[src/hdl/qrs_pkg.sv]
package qrs_pkg;

   // Coefficient and fraction widths of the solver.
   localparam int CW        = 16;
   localparam int FRAC_BITS = 16;

   // Derived datapath widths.
   localparam int PW       = 2 * CW;              // coefficient products
   localparam int DS_W     = PW + 2;              // signed discriminant
   localparam int D_W      = PW + 1;              // nonnegative discriminant
   localparam int DP       = (D_W + 1) / 2;       // bit pairs in the discriminant
   localparam int SQ_N     = DP + FRAC_BITS;      // square root steps
   localparam int ROOT_W   = SQ_N;                // square root width
   localparam int REM_W    = ROOT_W + 2;          // square root remainder
   localparam int NB_W     = CW + FRAC_BITS + 1;  // scaled -b
   localparam int NUM_W    = ROOT_W + 2;          // signed numerator
   localparam int QW       = NUM_W - 1;           // numerator and quotient magnitude
   localparam int DEN_W    = CW + 1;              // magnitude of 2a
   localparam int ROOT_OUT = CW + FRAC_BITS + 2;  // result root width

   localparam int QUEUE_DEPTH = 4;
   localparam int QA_W        = $clog2(QUEUE_DEPTH);

   typedef enum logic [1:0] {
      ST_TWO      = 2'd0,
      ST_DOUBLE   = 2'd1,
      ST_NONE     = 2'd2,
      ST_NOT_QUAD = 2'd3
   } status_type;

   // Entry handed from the front end to the back end.
   typedef struct packed {
      logic signed [CW-1:0] a;
      logic signed [CW-1:0] b;
      logic [PW-1:0]        bb;
      logic signed [PW-1:0] ac;
   } fe_type;

   // One stage of the square root pipeline.
   typedef struct packed {
      logic                   valid;
      status_type             status;
      logic [D_W-1:0]         d;
      logic signed [NB_W-1:0] nb;
      logic [DEN_W-1:0]       den;
      logic                   a_neg;
      logic [REM_W-1:0]       rem;
      logic [ROOT_W-1:0]      root;
   } sq_type;

   // One stage of the two-lane divider pipeline.
   typedef struct packed {
      logic             valid;
      status_type       status;
      logic             a_neg;
      logic [DEN_W-1:0] den;
      logic [QW-1:0]    nm1;
      logic [QW-1:0]    nm2;
      logic [DEN_W-1:0] r1;
      logic [DEN_W-1:0] r2;
      logic [QW-1:0]    q1;
      logic [QW-1:0]    q2;
      logic             neg1;
      logic             neg2;
   } dv_type;

endpackage

[src/hdl/qrs_queue.sv]
module qrs_queue (
   input  logic            clock,
   input  logic            reset,
   input  logic            push,
   input  qrs_pkg::fe_type push_data,
   input  logic            pop,
   output logic            full,
   output logic            not_empty,
   output qrs_pkg::fe_type head
);
   import qrs_pkg::*;

   fe_type           mem_ff [QUEUE_DEPTH];
   logic [QA_W-1:0]  wr_ptr_ff, wr_ptr_in;
   logic [QA_W-1:0]  rd_ptr_ff, rd_ptr_in;
   logic [QA_W:0]    count_ff, count_in;
   logic             do_pop;

   always_comb begin
      full      = (count_ff == (QA_W + 1)'(QUEUE_DEPTH));
      not_empty = (count_ff != '0);
      head      = mem_ff[rd_ptr_ff];
      do_pop    = pop && not_empty;
      wr_ptr_in = push ? wr_ptr_ff + 1'b1 : wr_ptr_ff;
      rd_ptr_in = do_pop ? rd_ptr_ff + 1'b1 : rd_ptr_ff;
      count_in  = count_ff + (QA_W + 1)'(push) - (QA_W + 1)'(do_pop);
   end

   always_ff @(posedge clock) begin
      if (push) begin
         mem_ff[wr_ptr_ff] <= push_data;
      end
      if (reset) begin
         wr_ptr_ff <= '0;
         rd_ptr_ff <= '0;
         count_ff  <= '0;
      end else begin
         wr_ptr_ff <= wr_ptr_in;
         rd_ptr_ff <= rd_ptr_in;
         count_ff  <= count_in;
      end
   end
endmodule

[config.mk]
export PLATFORM = sky130hd
export DESIGN_NAME = qrs_queue
export DESIGN_NICKNAME = d
export VERILOG_FILES = /design/src/hdl/qrs_pkg.sv /design/src/hdl/qrs_queue.sv
export SDC_FILE = /design/constraint.sdc
export NUM_CORES = 1
export LEC_CHECK = 0
export BUFFER_PORTS_ARGS = -buffer_cell sky130_fd_sc_hd__buf_2
export CORE_ASPECT_RATIO = 1.1
export CORE_MARGIN = 2
export CORE_UTILIZATION = 40
export CTS_CLUSTER_SIZE = 12
export DETAILED_ROUTE_END_ITERATION = 6
export HOLD_SLACK_MARGIN = 0.03
export REMOVE_ABC_BUFFERS = 1
export SETUP_SLACK_MARGIN = 0.4
export SYNTH_ARGS = -nofsm -noshare
export SYNTH_HDL_FRONTEND = slang
export SYNTH_SLANG_ARGS = --single-unit
[constraint.sdc]
create_clock -name clock -period 9.75 [get_ports clock]
set_input_delay 0 -clock clock [delete_from_list [all_inputs] [get_ports clock]]
set_output_delay 0 -clock clock [all_outputs]
set_load 0.05 [all_outputs]
[Yosys cells after proc, flatten, opt, wreduce, memory -nomap -nowiden]
Memory sizes are Yosys's and may differ from the RTL's. A register that Yosys moved wholly into a read port is not among the register bits.
Cells that the tools add are included.
Word-level totals
  register bits after elaboration: 7
  memory bits (writable): 384
  output and inout bits: 98
  memories: 1
Operators by class
  $add $sub $neg: 4
  equal/unequal tests: 1
  mux-type cells: 4
  reduce and logical (&&, ||, !) cells: 2
Memory list
  mem_ff: depth 4, width 96, rd ports 1, clocked after Yosys merged registers in 1, write ports 1, line qrs_queue.sv:13  | fe_type mem_ff [QUEUE_DEPTH];
Operators by type and width (number)
  adder 2 x 1 -> 2 bit (second input constant): 2
  2-to-1 mux 2 bit: 2
  adder 3 x 1 -> 3 bit: 1
  equality test 3 bit (second input constant): 1
  nonzero test 3 bit: 1
  subtractor 3 x 1 -> 3 bit: 1
  2-to-1 mux 1 bit: 2
  logical AND 1 bit: 1

[Logic depth before layout (Yosys ltp)]
Gate-level depths: netlist of run 1.
  depth in word-level cells: 4
  gate-level depth with buffers: 7
  gate-level depth less buffers: 7

[Worst setup path after synthesis of run 1]
Ideal clock, no wire load.
  kind: register -> register
  from: reg wr_ptr_ff[0]
  to: mem mem_ff[0][0] in the netlist's numbering, enable pin
  data arrival time: 2.764 ns
  required time: 9.285 ns
  slack: 6.521 ns
  stages on the path, launching flop included: 4
  buffers on the path: 0
  cells stage by stage: dfxtp_1 > inv_1 > ha_1 > and2_1
RTL lines
  start, declared: line qrs_queue.sv:14  | logic [QA_W-1:0] wr_ptr_ff, wr_ptr_in;
  start signal, assigned: line qrs_queue.sv:38  | wr_ptr_ff <= wr_ptr_in;
  end, declared: line qrs_queue.sv:13
No word-level cell before the write port.

==> impl_metrics.ini, run 1 <==
[run_status]
status = finished clean

[floorplan]
start_util_pct = 40.70
fp-row-count = 72
die_area_sq_mm = 0.03737
core_area_sq_mm = 0.03522
die_w_um = 184.5
die_height_um = 202.6
io_pins = 198

[clock_tree]
clk_latency_ns = 0.53
cts_tree = done
numCtsBuffers = 41
cts_max_level = 2
clock-sinks = 393
cts.path.max_buffers = 3
cts_resized = 0
cts_hold_buf = 100
post_cts_buffers = 0
cts-root-buf = clkbuf_16
path_clk_slew_ns = 0.06

[power_and_ir_drop]
power_density_mw_per_mm2 = 249.4
p_leak_nw = 6.052
total_power_mw = 4.483
vdd_drop_max_v = 0.0001370

[place]
dpl.hpwl_um = 16420
numPortBuffers = 197
place.gp.congestion = 0.7102

[worst_setup_path]
cpPeakStageDelay_ns = 0.65
crit_required_ns = 9.75
cp-start-kind = flip-flop
endpoint_kind = primary output
crit_path_max_fanout = 35
critical-path-slowest-cell = dfxtp_4
crit_chain = buf_4, mux4_2, buf_2
worst-setup-path-type = flip-flop to primary output
arrival_ns = 2.81

[sta]
relSlewSlack_pct = 37.96
maxSlewViolCount = 0
fin_crit_ns = 2.813
fin_setup_tns_ns = 0
rsz0062_at_grt = false
finalCritPeriodShare_pct = 28.85
hold_viol_final = 0
skew_ns = 0.01387
tightest_slew_ns = 0.9306
setup_viol = 0
clock.fmax_mhz = 355.5

[logic_synthesis]
yosys_register_bits = 393
syn_area_sq_mm = 0.01433
ys_types = 22
syn-instance-count = 548
yosysWarnings = 0
ys_seq_area_share_pct = 81.70
post_synth.cell_area_avg_sq_um = 26.16

[hold_path]
hp-class = primary input to flip-flop

[grt]
grt_pass1_wl_um = 43260
antenna_found_initial = 3
overflow = 0
grt_pass1_vias = 7634
track_usage_pct = 15.42
grt_max_degree = 62

[finish]
drive_gt1_share_pct = 39.62
syn_to_final_growth_pct = 25.37
final_nets = 979
filler_cell_count = 2814

[routing]
wirelength_um = 27940
postRouteAntennaNets = 0
vias_per_cell = 4.918
drt-pass1-iter-count = 4
first_iter_violations = 470
wire_per_inst_um = 20.26
drc = 0
dr_total_vias = 6782

[run]
drv_cap = 0
cell usage after synthesis, drive strengths merged:
| cell type | n | area share, % |
|---|---|---|
| and2 | 4 | 0.17 |
| xnor2 | 1 | 0.061 |
| mux4 | 96 | 15 |
| ha | 6 | 0.52 |
| xor3 | 1 | 0.17 |
| dfxtp | 9 | 1.3 |
| nor2 | 5 | 0.13 |
| and3 | 1 | 0.044 |
| fa | 1 | 0.14 |
| clkbuf | 6 | 0.16 |
| mux2 | 3 | 0.24 |
| buf | 17 | 1.0 |
| edfxtp | 384 | 80 |
| or3 | 1 | 0.044 |
| nor2b | 4 | 0.17 |
| o31a | 1 | 0.061 |
| mux2i | 1 | 0.070 |
| inv | 6 | 0.16 |
| o311ai | 1 | 0.061 |
cell usage in the layout (no fill, tap or decap):
cell,instances
edfxtp_1,384
buf_2,197
dlygate4sd3_1,100
mux4_2,96
clkbuf_16,41
clkbuf_1,16
dfxtp_1,7
buf_4,7
inv_1,6
ha_1,6
nor2_1,5
clkinv_1,5
and2_4,4
nor2b_1,4
mux2_2,3
clkinv_2,3
diode_2,2
dfxtp_4,2
o31a_1,1
or3_1,1
and3_1,1
xnor2_1,1
o311ai_0,1
mux2i_1,1
xor3_1,1
fa_1,1
clkbuf_8,1
inv_6,1
path summary, 6_finish.rpt:
| check | from | end | slack (ns) | cells after the start |
|---|---|---|---|---|
| min | push_data[22] | mem_ff[1][22] | 0.22 | 2 |
| max reg2reg | wr_ptr_ff[0] | mem_ff[0][45] | 7.36 | 4 |
| max | flip-flop | head[35] | 6.94 | 3 |
| min reg2reg | wr_ptr_ff[1] | wr_ptr_ff[1] | 0.56 | 2 |
power by group:
| part | switching (mW) | internal (mW) |
|---|---|---|
| sequential | 0.0519 | 1.95 |
| combinational | 0.755 | 0.372 |
| clock | 0.576 | 0.779 |
routing by layer:
layer	global-route usage, %	up-vias	share of wire [%]
li1	-	3003	-
met4	4.657	2	2.4
met2	26.21	202	50
met1	19.17	3527	41
met3	4.448	48	6.5
met5	0	-	0.047
cell families (layout without fill, tap and decap cells):
logic type,after synthesis,after routing,share of synthesized area (%)
other,0,2,0
AO/OA/AOI/OAI,2,2,0.1222
flip-flops,393,393,81.70
AND/OR/NAND/NOR,15,15,0.5674
adder cells (fa/ha/maj),7,7,0.6633
buffers and inverters,29,377,1.335
XOR/XNOR,2,2,0.2269
multiplexers,100,100,15.39
area by class of cell:
cell class                 instances  area [sq um]  area share, %
timing repair buffer             304          2039          11.35
clock buffer                      58          1100          6.119
multi-input combinational        126          2442          13.59
antenna                            2         5.005        0.02785
clock inverter                     9         42.54         0.2367
sequential                       393         11720          65.20
tap                              481         601.8          3.349
inverter                           6         22.52         0.1253
critical path: cells and delay by family, from the launching register on:
kind	cells	cell delay [ns]
buf+inv	2	0.88
flops	1	0.65
mux	1	0.64
registers in the layout (all words and copies together) (netlist names), named ones only:
register and flops:
count_ff 3, wr_ptr_ff 2, mem_ff 384, rd_ptr_ff 2
metrics by stage:
step / area, sq um / hold slack [ns] / std cells / setup slack, ns / utilization, %
floorplan: 14170 / 0.07161 / 525 / 4.916 / -
global placement: 15820 / 0.2109 / 1210 / 7.328 / 44.92
detailed placement: 15820 / 0.2183 / 1210 / 7.293 / 44.92
CTS: 17970 / 0.1986 / 1377 / 6.761 / 51.01
global route: 17970 / 0.2171 / 1378 / 6.697 / 51.02
finish: 17970 / 0.2204 / 1379 / 6.937 / 51.02
Power figures use the tool's default switching activity.
==> run 2, diff against run 1 <==
==> constraint.sdc (replaced) <==
create_clock -name clock -period 2.3 [get_ports clock]
set_input_delay 0 -clock clock [delete_from_list [all_inputs] [get_ports clock]]
set_output_delay 0 -clock clock [all_outputs]
set_load 0.05 [all_outputs]
==> impl_metrics.ini, run 2 (synthesis results as in run 1) <==
[routing]
dr_total_vias = 6972
first_iter_violations = 475
vias_per_cell = 4.945
drc = 0
wire_per_inst_um = 20.46
wirelength_um = 28840
drt-pass1-iter-count = 6
postRouteAntennaNets = 0

[sta]
skew_ns = 0.008828
setup_viol = 0
hold-worst-slack_ns = 0.2216
finalCritPeriodShare_pct = 85.34
hold_viol_final = 0
rsz0062_at_grt = true
fin_crit_ns = 1.963
relSlewSlack_pct = 72.94
finalWorstSetupSlack_ns = 0.3371
maxSlewViolCount = 0
clock.fmax_mhz = 509.4
tightest_slew_ns = 0.4008

[hold_path]
hold_end = mem_ff[1][12]
hold_depth = 2
min_from = push_data[12]
hp-class = primary input to flip-flop

[worst_setup_path]
r2r_cells = 6
cp-start-kind = flip-flop
crit_required_ns = 2.30
endpoint_kind = primary output
timing.rr.end = count_ff[1]
reg2reg_setup_slack_ns = 0.45
worst-setup-path-type = flip-flop to primary output
arrival_ns = 1.96
crit_path_max_fanout = 7
r2r_start = count_ff[1]

[clock_tree]
cts_max_level = 2
cts.path.max_buffers = 3
cts_tree = done
clock-sinks = 393
cts-root-buf = clkbuf_16
clk_latency_ns = 0.53
numCtsBuffers = 42
path_clk_slew_ns = 0.06

[run]
drv_cap = 0

[grt]
grt_pass1_wl_um = 43990
antenna_found_initial = 2
track_usage_pct = 15.55
overflow = 0
grt_max_degree = 49
grt_pass1_vias = 7701

[finish]
top_register = mem_ff
final_cell_mix = 384 x edfxtp_1, 101 x buf_2, 100 x dlygate4sd3_1
final_util_pct = 54.32
regArea_sq_mm = 0.01173
final_common_cell = edfxtp_1
drive_gt1_share_pct = 42.35
syn_to_final_growth_pct = 33.48
multi_input_area_sq_mm = 0.002455
top_regs = mem_ff x384, count_ff x3
final_nets = 1010
largest_reg_flops = 384
filler_cell_count = 2659

[floorplan]
die_area_sq_mm = 0.03737
io_pins = 198
fp-row-count = 72
core_area_sq_mm = 0.03522
die_w_um = 184.5
die_height_um = 202.6
start_util_pct = 40.70

[run_status]
status = finished clean

[power_and_ir_drop]
vdd_drop_max_v = 0.0006590
p_leak_nw = 6.518
power_density_mw_per_mm2 = 1073

[place]
dpl.hpwl_um = 16300
place.gp.congestion = 0.7242
numPortBuffers = 197
post-place-ws_ns = 0.3394
## run 2: cell types whose count changed in the layout (fill, tap and decap cells not counted), moves of 6 or more
| cell | change |
|---|---|
| clkbuf_1 | -7 |
| buf_6 | +62 |
| clkinv_1 | +7 |
| clkbuf_16 | +6 |
| buf_4 | +36 |
| buf_12 | +15 |
| buf_2 | -96 |
| buf_16 | +6 |
## run 2: area by class of cell
type,instances,area share [%]
sequential,393,61.28
timing repair buffer,334,16.40
inverter,6,0.1177
tap,481,3.145
clock buffer,52,5.800
multi-input combinational,126,12.83
clock inverter,17,0.4185
antenna,1,0.01308
## run 2: worst max-delay path by stage
stage,start,cells after the start,slack (ns),end
6_report,flip-flop,4,0.34,head[53]
5_1_grt,flip-flop,4,0.26,head[53]
4_1_cts,flip-flop,4,0.29,head[57]
3_5_place_dp,count_ff[1],7,0.34,count_ff[2]
3_3_place_gp,count_ff[1],7,0.38,count_ff[2]
2_1_floorplan,flip-flop,1,-2.53,head[0]
## run 2: report_power, final
group	switching, mW	internal [mW]
Combinational	3.56	2.66
Clock	2.53	3.39
Sequential	0.112	8.26
## run 2: through the flow
stage | total power, mW | instances | setup TNS [ns] | instance area, sq um
final | 20.52 | 1410 | 0 | 19130
after global routing | 21.32 | 1409 | 0 | 19130
after CTS | 20.60 | 1404 | 0 | 18990
after detailed placement | 13.47 | 1219 | 0 | 16050
after global placement | 13.38 | 1219 | 0 | 16050
after floorplan | 12.15 | 525 | -596.48 | 14170
## run 2: per-layer routing
metal	track usage, %	up-vias	part of all wire (%)
met3	3.982	42	5.8
met5	0	-	0.042
met4	4.686	2	1.7
met1	19.37	3671	41
li1	-	3071	-
met2	26.76	186	51
## run 2: what timing repair did
action                                 CTS  global route
pin swaps                                1             2
gates cloned                             4             4
setup endpoints to repair               98            98
resized for setup                      173             9
hold buffers                           100             0
buffers inserted                        12             1
endpoints found under the hold margin  393             0
## run 2: worst max-delay path, cell delays in order, from the launching register on
cell,delay [ns]
dfxtp_4,0.38
buf_12,0.17
buf_12,0.15
mux4_2,0.56
buf_6,0.18
