--- config.mk ---
export PLATFORM = sky130hd
export DESIGN_NAME = qrs_front_flat
export DESIGN_NICKNAME = d
export VERILOG_FILES = /design/src/hdl/qrs_pkg.sv /design/src/hdl/qrs_req_if.sv /design/src/hdl/qrs_front.sv /design/src/flat_wrapper.sv
export SDC_FILE = /design/constraint.sdc
export NUM_CORES = 1
export LEC_CHECK = 0
export BUFFER_PORTS_ARGS = -buffer_cell sky130_fd_sc_hd__buf_4
export CORE_UTILIZATION = 60
export DETAILED_ROUTE_END_ITERATION = 6
export PLACE_DENSITY = 0.83
export SLEW_MARGIN = 40
export SYNTH_ARGS = -nofsm -noshare
export SYNTH_HDL_FRONTEND = slang
export SYNTH_SLANG_ARGS = --single-unit
--- constraint.sdc ---
create_clock -name vclk -period 13.1
set_input_delay 2.62 -clock vclk [all_inputs]
set_output_delay 2.62 -clock vclk [all_outputs]
set_load 0.02 [all_outputs]
--- src/hdl/qrs_pkg.sv ---
package qrs_pkg;

   // Coefficient and fraction widths of the solver.
   localparam int CW        = 16;
   localparam int FRAC_BITS = 16;

   // Derived datapath widths.
   localparam int PW       = 2 * CW;              // coefficient products
   localparam int DS_W     = PW + 2;              // signed discriminant
   localparam int D_W      = PW + 1;              // nonnegative discriminant
   localparam int DP       = (D_W + 1) / 2;       // bit pairs in the discriminant
   localparam int SQ_N     = DP + FRAC_BITS;      // square root steps
   localparam int ROOT_W   = SQ_N;                // square root width
   localparam int REM_W    = ROOT_W + 2;          // square root remainder
   localparam int NB_W     = CW + FRAC_BITS + 1;  // scaled -b
   localparam int NUM_W    = ROOT_W + 2;          // signed numerator
   localparam int QW       = NUM_W - 1;           // numerator and quotient magnitude
   localparam int DEN_W    = CW + 1;              // magnitude of 2a
   localparam int ROOT_OUT = CW + FRAC_BITS + 2;  // result root width

   localparam int QUEUE_DEPTH = 4;
   localparam int QA_W        = $clog2(QUEUE_DEPTH);

   typedef enum logic [1:0] {
      ST_TWO      = 2'd0,
      ST_DOUBLE   = 2'd1,
      ST_NONE     = 2'd2,
      ST_NOT_QUAD = 2'd3
   } status_type;

   // Entry handed from the front end to the back end.
   typedef struct packed {
      logic signed [CW-1:0] a;
      logic signed [CW-1:0] b;
      logic [PW-1:0]        bb;
      logic signed [PW-1:0] ac;
   } fe_type;

   // One stage of the square root pipeline.
   typedef struct packed {
      logic                   valid;
      status_type             status;
      logic [D_W-1:0]         d;
      logic signed [NB_W-1:0] nb;
      logic [DEN_W-1:0]       den;
      logic                   a_neg;
      logic [REM_W-1:0]       rem;
      logic [ROOT_W-1:0]      root;
   } sq_type;

   // One stage of the two-lane divider pipeline.
   typedef struct packed {
      logic             valid;
      status_type       status;
      logic             a_neg;
      logic [DEN_W-1:0] den;
      logic [QW-1:0]    nm1;
      logic [QW-1:0]    nm2;
      logic [DEN_W-1:0] r1;
      logic [DEN_W-1:0] r2;
      logic [QW-1:0]    q1;
      logic [QW-1:0]    q2;
      logic             neg1;
      logic             neg2;
   } dv_type;

endpackage

--- src/hdl/qrs_req_if.sv ---
interface qrs_req_if;
   import qrs_pkg::*;

   logic                 valid;
   logic                 ready;
   logic signed [CW-1:0] coef_a;
   logic signed [CW-1:0] coef_b;
   logic signed [CW-1:0] coef_c;

   modport source (output valid, output coef_a, output coef_b, output coef_c, input ready);
   modport sink (input valid, input coef_a, input coef_b, input coef_c, output ready);
endinterface

--- src/hdl/qrs_front.sv ---
module qrs_front (
   qrs_req_if.sink          req_chan,
   input  logic             queue_full,
   output logic             push_valid,
   output qrs_pkg::fe_type  push_data
);
   import qrs_pkg::*;

   logic signed [2*CW-1:0] bb_full;

   // The two coefficient products are formed here, so the back end only subtracts.
   always_comb begin
      bb_full         = req_chan.coef_b * req_chan.coef_b;
      push_data.a     = req_chan.coef_a;
      push_data.b     = req_chan.coef_b;
      push_data.bb    = PW'(unsigned'(bb_full));
      push_data.ac    = req_chan.coef_a * req_chan.coef_c;
      push_valid      = req_chan.valid && !queue_full;
      req_chan.ready  = !queue_full;
   end
endmodule

--- src/flat_wrapper.sv ---
// flat-port wrapper written by rule: the top's interface ports become plain ports
module qrs_front_flat import qrs_pkg::*;
  (queue_full, push_valid, push_data, req_chan_valid, req_chan_coef_a, req_chan_coef_b, req_chan_coef_c, req_chan_ready);
  qrs_req_if req_chan_i ();
  input  logic queue_full;
  output logic push_valid;
  output qrs_pkg::fe_type push_data;
  input wire logic [$bits(req_chan_i.valid)-1:0] req_chan_valid;
  input wire logic [$bits(req_chan_i.coef_a)-1:0] req_chan_coef_a;
  input wire logic [$bits(req_chan_i.coef_b)-1:0] req_chan_coef_b;
  input wire logic [$bits(req_chan_i.coef_c)-1:0] req_chan_coef_c;
  output wire logic [$bits(req_chan_i.ready)-1:0] req_chan_ready;
  assign req_chan_i.valid = req_chan_valid;
  assign req_chan_i.coef_a = req_chan_coef_a;
  assign req_chan_i.coef_b = req_chan_coef_b;
  assign req_chan_i.coef_c = req_chan_coef_c;
  assign req_chan_ready = req_chan_i.ready;
  qrs_front u_core (.req_chan(req_chan_i), .queue_full(queue_full), .push_valid(push_valid), .push_data(push_data));
endmodule
======== Word level (Yosys, flattened, before mapping) ========
Cells that the tools add are included.
cells by class
  equal/unequal tests ..................... 0
  add/sub/neg operators ................... 0
  muxes and demuxes ....................... 0
  $mul .................................... 2
  magnitude comparators ................... 0
  reductions and logical operators ........ 2
  bitwise operators ....................... 0
  shift operators ......................... 0
  div/mod/pow operators ................... 0
operators by type and width
  operator                      count
  multiplier 16 x 16 -> 32 bit  2
  logical AND 1 bit             1
  logical NOT 1 bit             1
word-level totals
  bits in latches ......................... 0
  word-level logic and storage cells ...... 4
  flip-flop bits (word level) ............. 0
  bits of input ports ..................... 50
  memories kept ........................... 0
  ROM bits ................................ 0
  RAM bits ................................ 0

======== Longest topological paths before layout ========
Gate-level depths: netlist (run 1).
  depth in word-level cells ............... 2
  mapped depth ............................ 23
  depth with buffers taken out ............ 22

======== Least setup slack after synthesis (run 1) ========
OpenSTA, ideal clock, no wires.
  kind .................................... input port to output port
  start ................................... input port req_chan_coef_b[15]
  end ..................................... output port push_data[63] in the netlist's numbering
  path slack .............................. 1.748 ns
  arrival time ............................ 8.732 ns
  stages on the path ...................... 20
  required time ........................... 10.480 ns
  cell sequence ........................... clkbuf_1 > inv_1 > buf_1 > nor2_1 > fa_1 > fa_1 > fa_1 > fa_1 > fa_1 > inv_1 > fa_1 > inv_1 > ha_1 > a21oi_1 > nor2_1 > a221o_1 > o32a_1 > a311o_1 > a21oi_1 > xnor2_1
RTL lines
  item             line                text
  start, declared  flat_wrapper.sv:10  input wire logic [$bits(req_chan_i.coef_b)-1:0] req_chan_coef_b;
  end, declared    flat_wrapper.sv:7   output qrs_pkg::fe_type push_data;

==> reports/metrics.cfg, run 1 <==
[status]
status=finished clean

[placed_design]
half_perimeter_wire_length_of_the_detailed_placement_result_mm=36.9
placedCellCount=2574
routabilityCongestion=0.896
worst_slack_after_detailed_placement_ns=1.11
place.port_buffers=147

[flow_run]
cap_viol_max_count=0

[global_route]
met3_usage_pct=2.65
grt_antenna_before_repair=0
grtUsageMet1_pct=37.3
gr_usage_total_pct=28.2
grt_pass1_wl_mm=74.4
grt_start_max_net_pins=24
total_congestion_overflow_after_global_routing=0
first_global_vias=15800
use_met2_pct=49.8
top_usage_layer=met2

[floorplan]
total_i_o_pin_count=148
num_rows=64
initial_core_util_pct=61.6
die_area_um2=32600
floorplan.die.height_um=180
core-area_um2=31000
die_w_um=180

[cts]
cts_setup_buffers=0
cts-hold-fix-buffers=0
cts.repair.resized=0

[sta]
timing.hold.ws_ns=5.49
fmax_achieved_mhz=83.0
final_critical_path_share_of_the_clock_period_pct=91.9
setup-tns-final_ns=0
grt_setup_unrepaired=false
slew_of_the_pin_with_the_lowest_slew_margin_ns=0.720
finalMaxSlewViolations=0
finalHoldViolations=0
setup_viol=0
final_period_minus_worst_setup_slack_ns=12.04
timing.final.ws_setup_ns=1.06
slew_headroom_pct=51.4

[synth]
library_cells_used_by_synthesis=60
gate_count_post_synth=2122
seq_area_frac_synth_pct=0
synth_area_per_cell_um2=9.00
mappedNetlistArea_um2=19100
share_of_yosys_cell_area_claimed_by_the_top_area_cell_type_pct=52.0
ys.warnings.count=0
synth_top_area_cell=sky130_fd_sc_hd__fa_1
syn-num-nets=2841
leading_post_synthesis_cells_by_cell_area=sky130_fd_sc_hd__fa_1 (52%), sky130_fd_sc_hd__inv_1 (12%), sky130_fd_sc_hd__ha_1 (11%), sky130_fd_sc_hd__and2_1 (5.2%), sky130_fd_sc_hd__nand2_1 (4.1%)

[finish]
layout-area-overhead-vs-synth_pct=5.92
leading_cell_type_in_the_layout_fill_and_taps_excluded=sky130_fd_sc_hd__inv_1
drive_above_1_share_pct=7.85
num_antenna_cells=0
clkbuf_count=0
most-common-layout-cells=sky130_fd_sc_hd__inv_1 (597), sky130_fd_sc_hd__fa_1 (496), sky130_fd_sc_hd__nand2_1 (210)
numSequentialCells=0
final_nets=2899
nFillCells=2474
ff_latch_area_um2=0
filler_free_cell_count_of_the_finished_design=2574

[drt]
via_per_inst=5.43
dr.first_iter.drc_count=912
wl_per_cell_um=16.5
drt_pass1_iterations=7
route.antenna.remaining_nets=0
drt-total-wl_mm=42.5
via_count=14000
drc=0

[worst_setup_path]
timing_worst_setup_path_type=input port to output pin
startpoint=req_chan_coef_b[15]
worst-endpoint-arrival_ns=9.42
required_time_at_the_endpoint_of_the_critical_path_ns=10.48
critical_path.endpoint=push_data[55]
worst_setup_path_start_kind=input port
endpoint_kind=output pin
path_max_fanout=20

[hold_path]
hold_path.class=input port to output pin

routing by layer:
metal  routed length (um)  share of wire (%)
met4                 1290                3.0
met5                    0                  0
met3                 2560                6.0
met2                21500                 51
met1                17200                 40
worst min path at each step:
stage,from,end,slack [ns],cells past startpoint
4_1_cts,queue_full,req_chan_ready,5.50,3
2_1_floorplan,queue_full,req_chan_ready,5.32,1
6_report,queue_full,req_chan_ready,5.49,3
3_5_place_dp,queue_full,req_chan_ready,5.50,3
5_1_grt,queue_full,req_chan_ready,5.50,3
3_3_place_gp,queue_full,req_chan_ready,5.49,3
synthesized netlist by cell type (3+ instances only):
cell and number:
sky130_fd_sc_hd__and2_1 159, sky130_fd_sc_hd__a21o_1 12, sky130_fd_sc_hd__nand3_1 12, sky130_fd_sc_hd__or2_2 8, sky130_fd_sc_hd__o21a_1 8, sky130_fd_sc_hd__nor2b_1 6
sky130_fd_sc_hd__nand2_1 210, sky130_fd_sc_hd__a21oi_1 37, sky130_fd_sc_hd__a31o_2 8, sky130_fd_sc_hd__o211ai_1 5, sky130_fd_sc_hd__inv_1 597, sky130_fd_sc_hd__nor2_1 90
sky130_fd_sc_hd__o21ai_0 29, sky130_fd_sc_hd__and3_1 7, sky130_fd_sc_hd__a211oi_1 9, sky130_fd_sc_hd__o21bai_1 6, sky130_fd_sc_hd__xnor2_1 60, sky130_fd_sc_hd__clkbuf_1 53
sky130_fd_sc_hd__a31oi_1 7, sky130_fd_sc_hd__fa_1 496, sky130_fd_sc_hd__nand4_1 4, sky130_fd_sc_hd__ha_1 173, sky130_fd_sc_hd__a211o_1 4, sky130_fd_sc_hd__buf_4 35
sky130_fd_sc_hd__nor3_1 13, sky130_fd_sc_hd__nand2b_1 11, sky130_fd_sc_hd__buf_1 3, sky130_fd_sc_hd__a221o_1 3, sky130_fd_sc_hd__xor2_1 13, sky130_fd_sc_hd__o31ai_1 3
stage by stage:
step / cell area (um2) / util [%]
global route: 20200 / 65.3
floorplan: 19100 / -
global placement: 20200 / 65.3
CTS: 20200 / 65.3
finish: 20200 / 65.3
detailed placement: 20200 / 65.3
critical path: stages:
cell and delay [ns]:
sky130_fd_sc_hd__buf_4 0.19, sky130_fd_sc_hd__inv_1 0.44, sky130_fd_sc_hd__nor2_1 0.19, sky130_fd_sc_hd__fa_1 0.77
sky130_fd_sc_hd__fa_1 0.51, sky130_fd_sc_hd__fa_1 0.49, sky130_fd_sc_hd__fa_1 0.50, sky130_fd_sc_hd__fa_1 0.50
sky130_fd_sc_hd__inv_1 0.05, sky130_fd_sc_hd__fa_1 0.47, sky130_fd_sc_hd__inv_1 0.04, sky130_fd_sc_hd__ha_1 0.32
sky130_fd_sc_hd__a211oi_1 0.33, sky130_fd_sc_hd__o211ai_1 0.17, sky130_fd_sc_hd__nand3b_1 0.21, sky130_fd_sc_hd__a21boi_0 0.17
sky130_fd_sc_hd__o31ai_1 0.46, sky130_fd_sc_hd__nand2_1 0.09, sky130_fd_sc_hd__o311ai_0 0.62, sky130_fd_sc_hd__buf_4 0.26
final cells by class:
type	instances	area (um2)	area share [%]
multi-input combinational	1434	16400	81.0
tap	396	495	2.45
timing repair buffer	147	1100	5.45
inverter	597	2240	11.1
logic make-up (layout without fill, tap and decap cells):
group,Yosys count,in the layout,synth area share [%]
buffers and inverters,688,744,14.2
adders and majority gates,669,669,63.3
and+or+nand+nor,534,534,13.5
AOI/OAI and AO/OA,156,156,5.53
xor gates and xnor gates,73,73,3.35
other,1,1,0.0196
muxes,1,1,0.0524
Power of run 1 is left out: the tool's default activity adds up to more than one toggle a clock period on the data nets, which glitch-free logic cannot reach.
==> run 2: changes to the inputs <==
CORE_ASPECT_RATIO = 0.9   (was not set)
==> run 2 against run 1 <==
  * Final cell count is 0.51% higher
  * Critical path depth stayed put
  * Worst hold slack worse by 0.0015 ns
  * Core utilization is 0.26 points lower
  * Die area hardly changed
  * Setup slack worse by 0.0089 ns
  * Routed wire length is 0.99% higher
  * Flip-flop and latch count stayed put
  * Non-clock buffer count stayed put
  * Largest cell class unchanged
  * Highest routed layer unchanged
==> reports/metrics.cfg, run 2 (same netlist as run 1, synthesis figures left out) <==
[sta]
final_critical_path_share_of_the_clock_period_pct=92.0
slew_headroom_pct=52.2
finalMaxSlewViolations=0
fmax_achieved_mhz=83.0
setup-tns-final_ns=0
grt_setup_unrepaired=false
timing.final.ws_setup_ns=1.05
finalHoldViolations=0
slew_of_the_pin_with_the_lowest_slew_margin_ns=0.713
setup_viol=0
final_period_minus_worst_setup_slack_ns=12.05

[worst_setup_path]
path_max_fanout=20
slowest_stage=sky130_fd_sc_hd__fa_1
timing_worst_setup_path_type=input port to output pin
worstPathCellList=buf_4 -> inv_1 -> nor2_1 -> fa_1 -> fa_1 -> fa_1 -> fa_1 -> fa_1 -> inv_1 -> fa_1 -> inv_1 -> ha_1 -> a211oi_1 -> o21ai_0 -> nand3b_1 -> a21boi_0 -> o31ai_1 -> nand2_1 -> o311ai_0 -> buf_4
worst-endpoint-arrival_ns=9.43
cpLargestDelayFamily=adder cells
worst_path_largest_cell_delay_ns=0.77
worst-path-buf-inv=5
endpoint_kind=output pin
required_time_at_the_endpoint_of_the_critical_path_ns=10.48
worst_setup_path_start_kind=input port
worst_path_most_repeated_cell=sky130_fd_sc_hd__fa_1

[floorplan]
floorplan.die.height_um=171
die_w_um=190
initial_core_util_pct=61.3
die_area_um2=32600
total_i_o_pin_count=148
core-area_um2=31100
num_rows=61

[finish]
fin_util_pct=65.0
most-common-layout-cells=sky130_fd_sc_hd__inv_1 (597), sky130_fd_sc_hd__fa_1 (496), sky130_fd_sc_hd__nand2_1 (210)
nFillCells=2520
leading_cell_type_in_the_layout_fill_and_taps_excluded=sky130_fd_sc_hd__inv_1
num_antenna_cells=0
numSequentialCells=0
final_cell_area_um2=20200
drive_above_1_share_pct=7.85
clkbuf_count=0
ff_latch_area_um2=0
layout-area-overhead-vs-synth_pct=6.00
final_nets=2899

[drt]
dr.first_iter.drc_count=823
via_count=13900
route.antenna.remaining_nets=0
wl_per_cell_um=16.6
drt-total-wl_mm=43.0
drt_pass1_iterations=5
drc=0
via_per_inst=5.36

[global_route]
met3_usage_pct=3.71
top_usage_layer=met2
total_congestion_overflow_after_global_routing=0
gr_usage_total_pct=28.7
grt_pass1_wl_mm=74.5
grtUsageMet1_pct=39.7
grt_start_max_net_pins=24
grt_antenna_before_repair=0
use_met2_pct=48.1
first_global_vias=15400

[placed_design]
place.port_buffers=147
place_area_um2=20200
worst_slack_after_detailed_placement_ns=1.12
half_perimeter_wire_length_of_the_detailed_placement_result_mm=37.2
routabilityCongestion=0.965

[flow_run]
cap_viol_max_count=0

[cts]
cts.repair.resized=0
cts_setup_buffers=0
cts-hold-fix-buffers=0

[hold_path]
hold_path.class=input port to output pin

[status]
status=finished clean

[run 2: cell counts in the layout (fill, tap and decap cells not counted)]
No cell type changed its count.
[run 2: metrics by stage]
| stage | hold WS [ns] | std cells |
|---|---|---|
| floorplan | 5.32 | 2122 |
| global placement | 5.49 | 2587 |
| detailed placement | 5.49 | 2587 |
| CTS | 5.49 | 2587 |
| global route | 5.50 | 2587 |
| finish | 5.49 | 2587 |
[run 2: area by class of cell]
type	count	area, um2	share of cell area [%]
Tap cell	409	512	2.53
Timing Repair Buffer	147	1100	5.45
Multi-Input combinational cell	1434	16400	81.0
Inverter	597	2240	11.1
[run 2: worst paths after layout]
path / startpoint / to / slack [ns] / cells after the start
max: req_chan_coef_b[15] / push_data[55] / 1.05 / 20
min: queue_full / req_chan_ready / 5.49 / 3
[run 2: layer usage]
| layer | part of all wire [%] | vias to the layer above |
|---|---|---|
| li1 | - | 6282 |
| met1 | 42 | 7029 |
| met3 | 6.6 | 73 |
| met2 | 49 | 477 |
| met5 | 0 | - |
| met4 | 2.5 | 0 |
Power of run 2 is left out for the same reason.
==> run 3: changes to the inputs <==
CORE_UTILIZATION = 35   (was 60)
PLACE_DENSITY = 0.54   (was 0.83)
==> run 3 against run 2 <==
  * Non-clock buffer count unchanged
  * Core utilization fell by 26 points
  * Critical path depth did not move
  * Fmax fell by 0.34%
  * Critical endpoint unchanged
==> reports/metrics.cfg, run 3 (same netlist as run 1, synthesis figures left out) <==
[status]
status=finished clean

[worst_setup_path]
worstPathCellList=buf_4 -> inv_1 -> nor2_1 -> fa_1 -> fa_1 -> fa_1 -> fa_1 -> fa_1 -> inv_1 -> fa_1 -> inv_1 -> ha_1 -> a211oi_1 -> o211ai_1 -> nand3b_1 -> a21boi_0 -> o31ai_1 -> nand2_1 -> o311ai_0 -> buf_4
required_time_at_the_endpoint_of_the_critical_path_ns=10.48
worst_path_largest_cell_delay_ns=0.78
path_max_fanout=20
worst-path-buf-inv=5
worst-endpoint-arrival_ns=9.48
cpLargestDelayFamily=adder cells
worst_path_most_repeated_cell=sky130_fd_sc_hd__fa_1
worst_setup_path_start_kind=input port
endpoint_kind=output pin
timing_worst_setup_path_type=input port to output pin
slowest_stage=sky130_fd_sc_hd__fa_1

[sta]
grt_setup_unrepaired=false
slew_headroom_pct=50.1
setup_viol=0
finalHoldViolations=0
slew_of_the_pin_with_the_lowest_slew_margin_ns=0.749
finalMaxSlewViolations=0
final_critical_path_share_of_the_clock_period_pct=92.3
final_period_minus_worst_setup_slack_ns=12.10
fmax_achieved_mhz=82.7
setup-tns-final_ns=0

[finish]
multi_input_gate_area_in_the_final_layout_um2=16400
final_nets=2899
num_antenna_cells=0
numSequentialCells=0
most-common-layout-cells=sky130_fd_sc_hd__inv_1 (597), sky130_fd_sc_hd__fa_1 (496), sky130_fd_sc_hd__nand2_1 (210)
clkbuf_count=0
ff_latch_area_um2=0
layout-area-overhead-vs-synth_pct=7.89
nFillCells=5457
leading_cell_type_in_the_layout_fill_and_taps_excluded=sky130_fd_sc_hd__inv_1
drive_above_1_share_pct=7.85

[drt]
drc=0
via_per_inst=4.65
via_count=13400
route.antenna.remaining_nets=0
drt-total-wl_mm=45.3
drt_pass1_iterations=5
dr.first_iter.drc_count=554
wl_per_cell_um=15.8

[hold_path]
hold_path.class=input port to output pin
worst_hold_startpoint=queue_full
hold_end=req_chan_ready
whs_path_depth=3

[global_route]
grt_antenna_before_repair=0
first_global_vias=14800
gr_usage_total_pct=17.5
grt_start_max_net_pins=24
total_congestion_overflow_after_global_routing=0
grt_pass1_wl_mm=78.1

[cts]
cts-hold-fix-buffers=0
cts.repair.resized=0
cts_setup_buffers=0

[placed_design]
half_perimeter_wire_length_of_the_detailed_placement_result_mm=39.1
routabilityCongestion=0.842
place.port_buffers=147

[floorplan]
floorplan.die.height_um=224
die_area_um2=55500
initial_core_util_pct=35.7
total_i_o_pin_count=148
die_w_um=248
num_rows=80
core-area_um2=53500

[flow_run]
cap_viol_max_count=0

==> run 3: tightest hold or removal path: cells and delay by family <==
kind / cells / cell delay, ns
buffers and inverters: 3 / 0.25
==> run 3: how the worst max path moves through the flow <==
| stage | start | endpoint | slack [ns] | cells past startpoint |
|---|---|---|---|---|
| 2_1_floorplan | req_chan_coef_b[15] | push_data[63] | 1.75 | 20 |
| 3_5_place_dp | req_chan_coef_b[15] | push_data[55] | 0.95 | 20 |
| 4_1_cts | req_chan_coef_b[15] | push_data[55] | 0.89 | 20 |
| 6_report | req_chan_coef_b[15] | push_data[55] | 1.00 | 20 |
| 5_1_grt | req_chan_coef_b[15] | push_data[55] | 0.41 | 20 |
| 3_3_place_gp | req_chan_coef_b[15] | push_data[55] | 1.18 | 20 |
==> run 3: per-stage QoR <==
stage	hold slack (ns)	util [%]	cells	area (um2)	setup slack, ns
after global routing	5.52	38.6	2875	20600	0.413
after CTS	5.50	38.6	2875	20600	0.892
after floorplan	5.32	-	2122	19100	1.75
after global placement	5.49	38.5	2875	20600	1.18
after detailed placement	5.50	38.6	2875	20600	0.948
final	5.50	38.6	2875	20600	1.00
==> run 3: final cells by class <==
type                       count  area share (%)
inverter                     597            10.9
timing repair buffer         147            5.36
tap                          697            4.23
multi-input combinational   1434            79.5
==> run 3: routing by layer <==
layer  GRT usage [%]  share of wire, %  up-vias  routed length [um]
li1                -                 -     6296                   -
met1            27.4                50     6844               22500
met2            28.0                47      211               21100
met3           0.503               3.0       16                1380
met4            1.08              0.61        0                 275
met5               0                 0        -                   0
Power of run 3 is left out for the same reason.
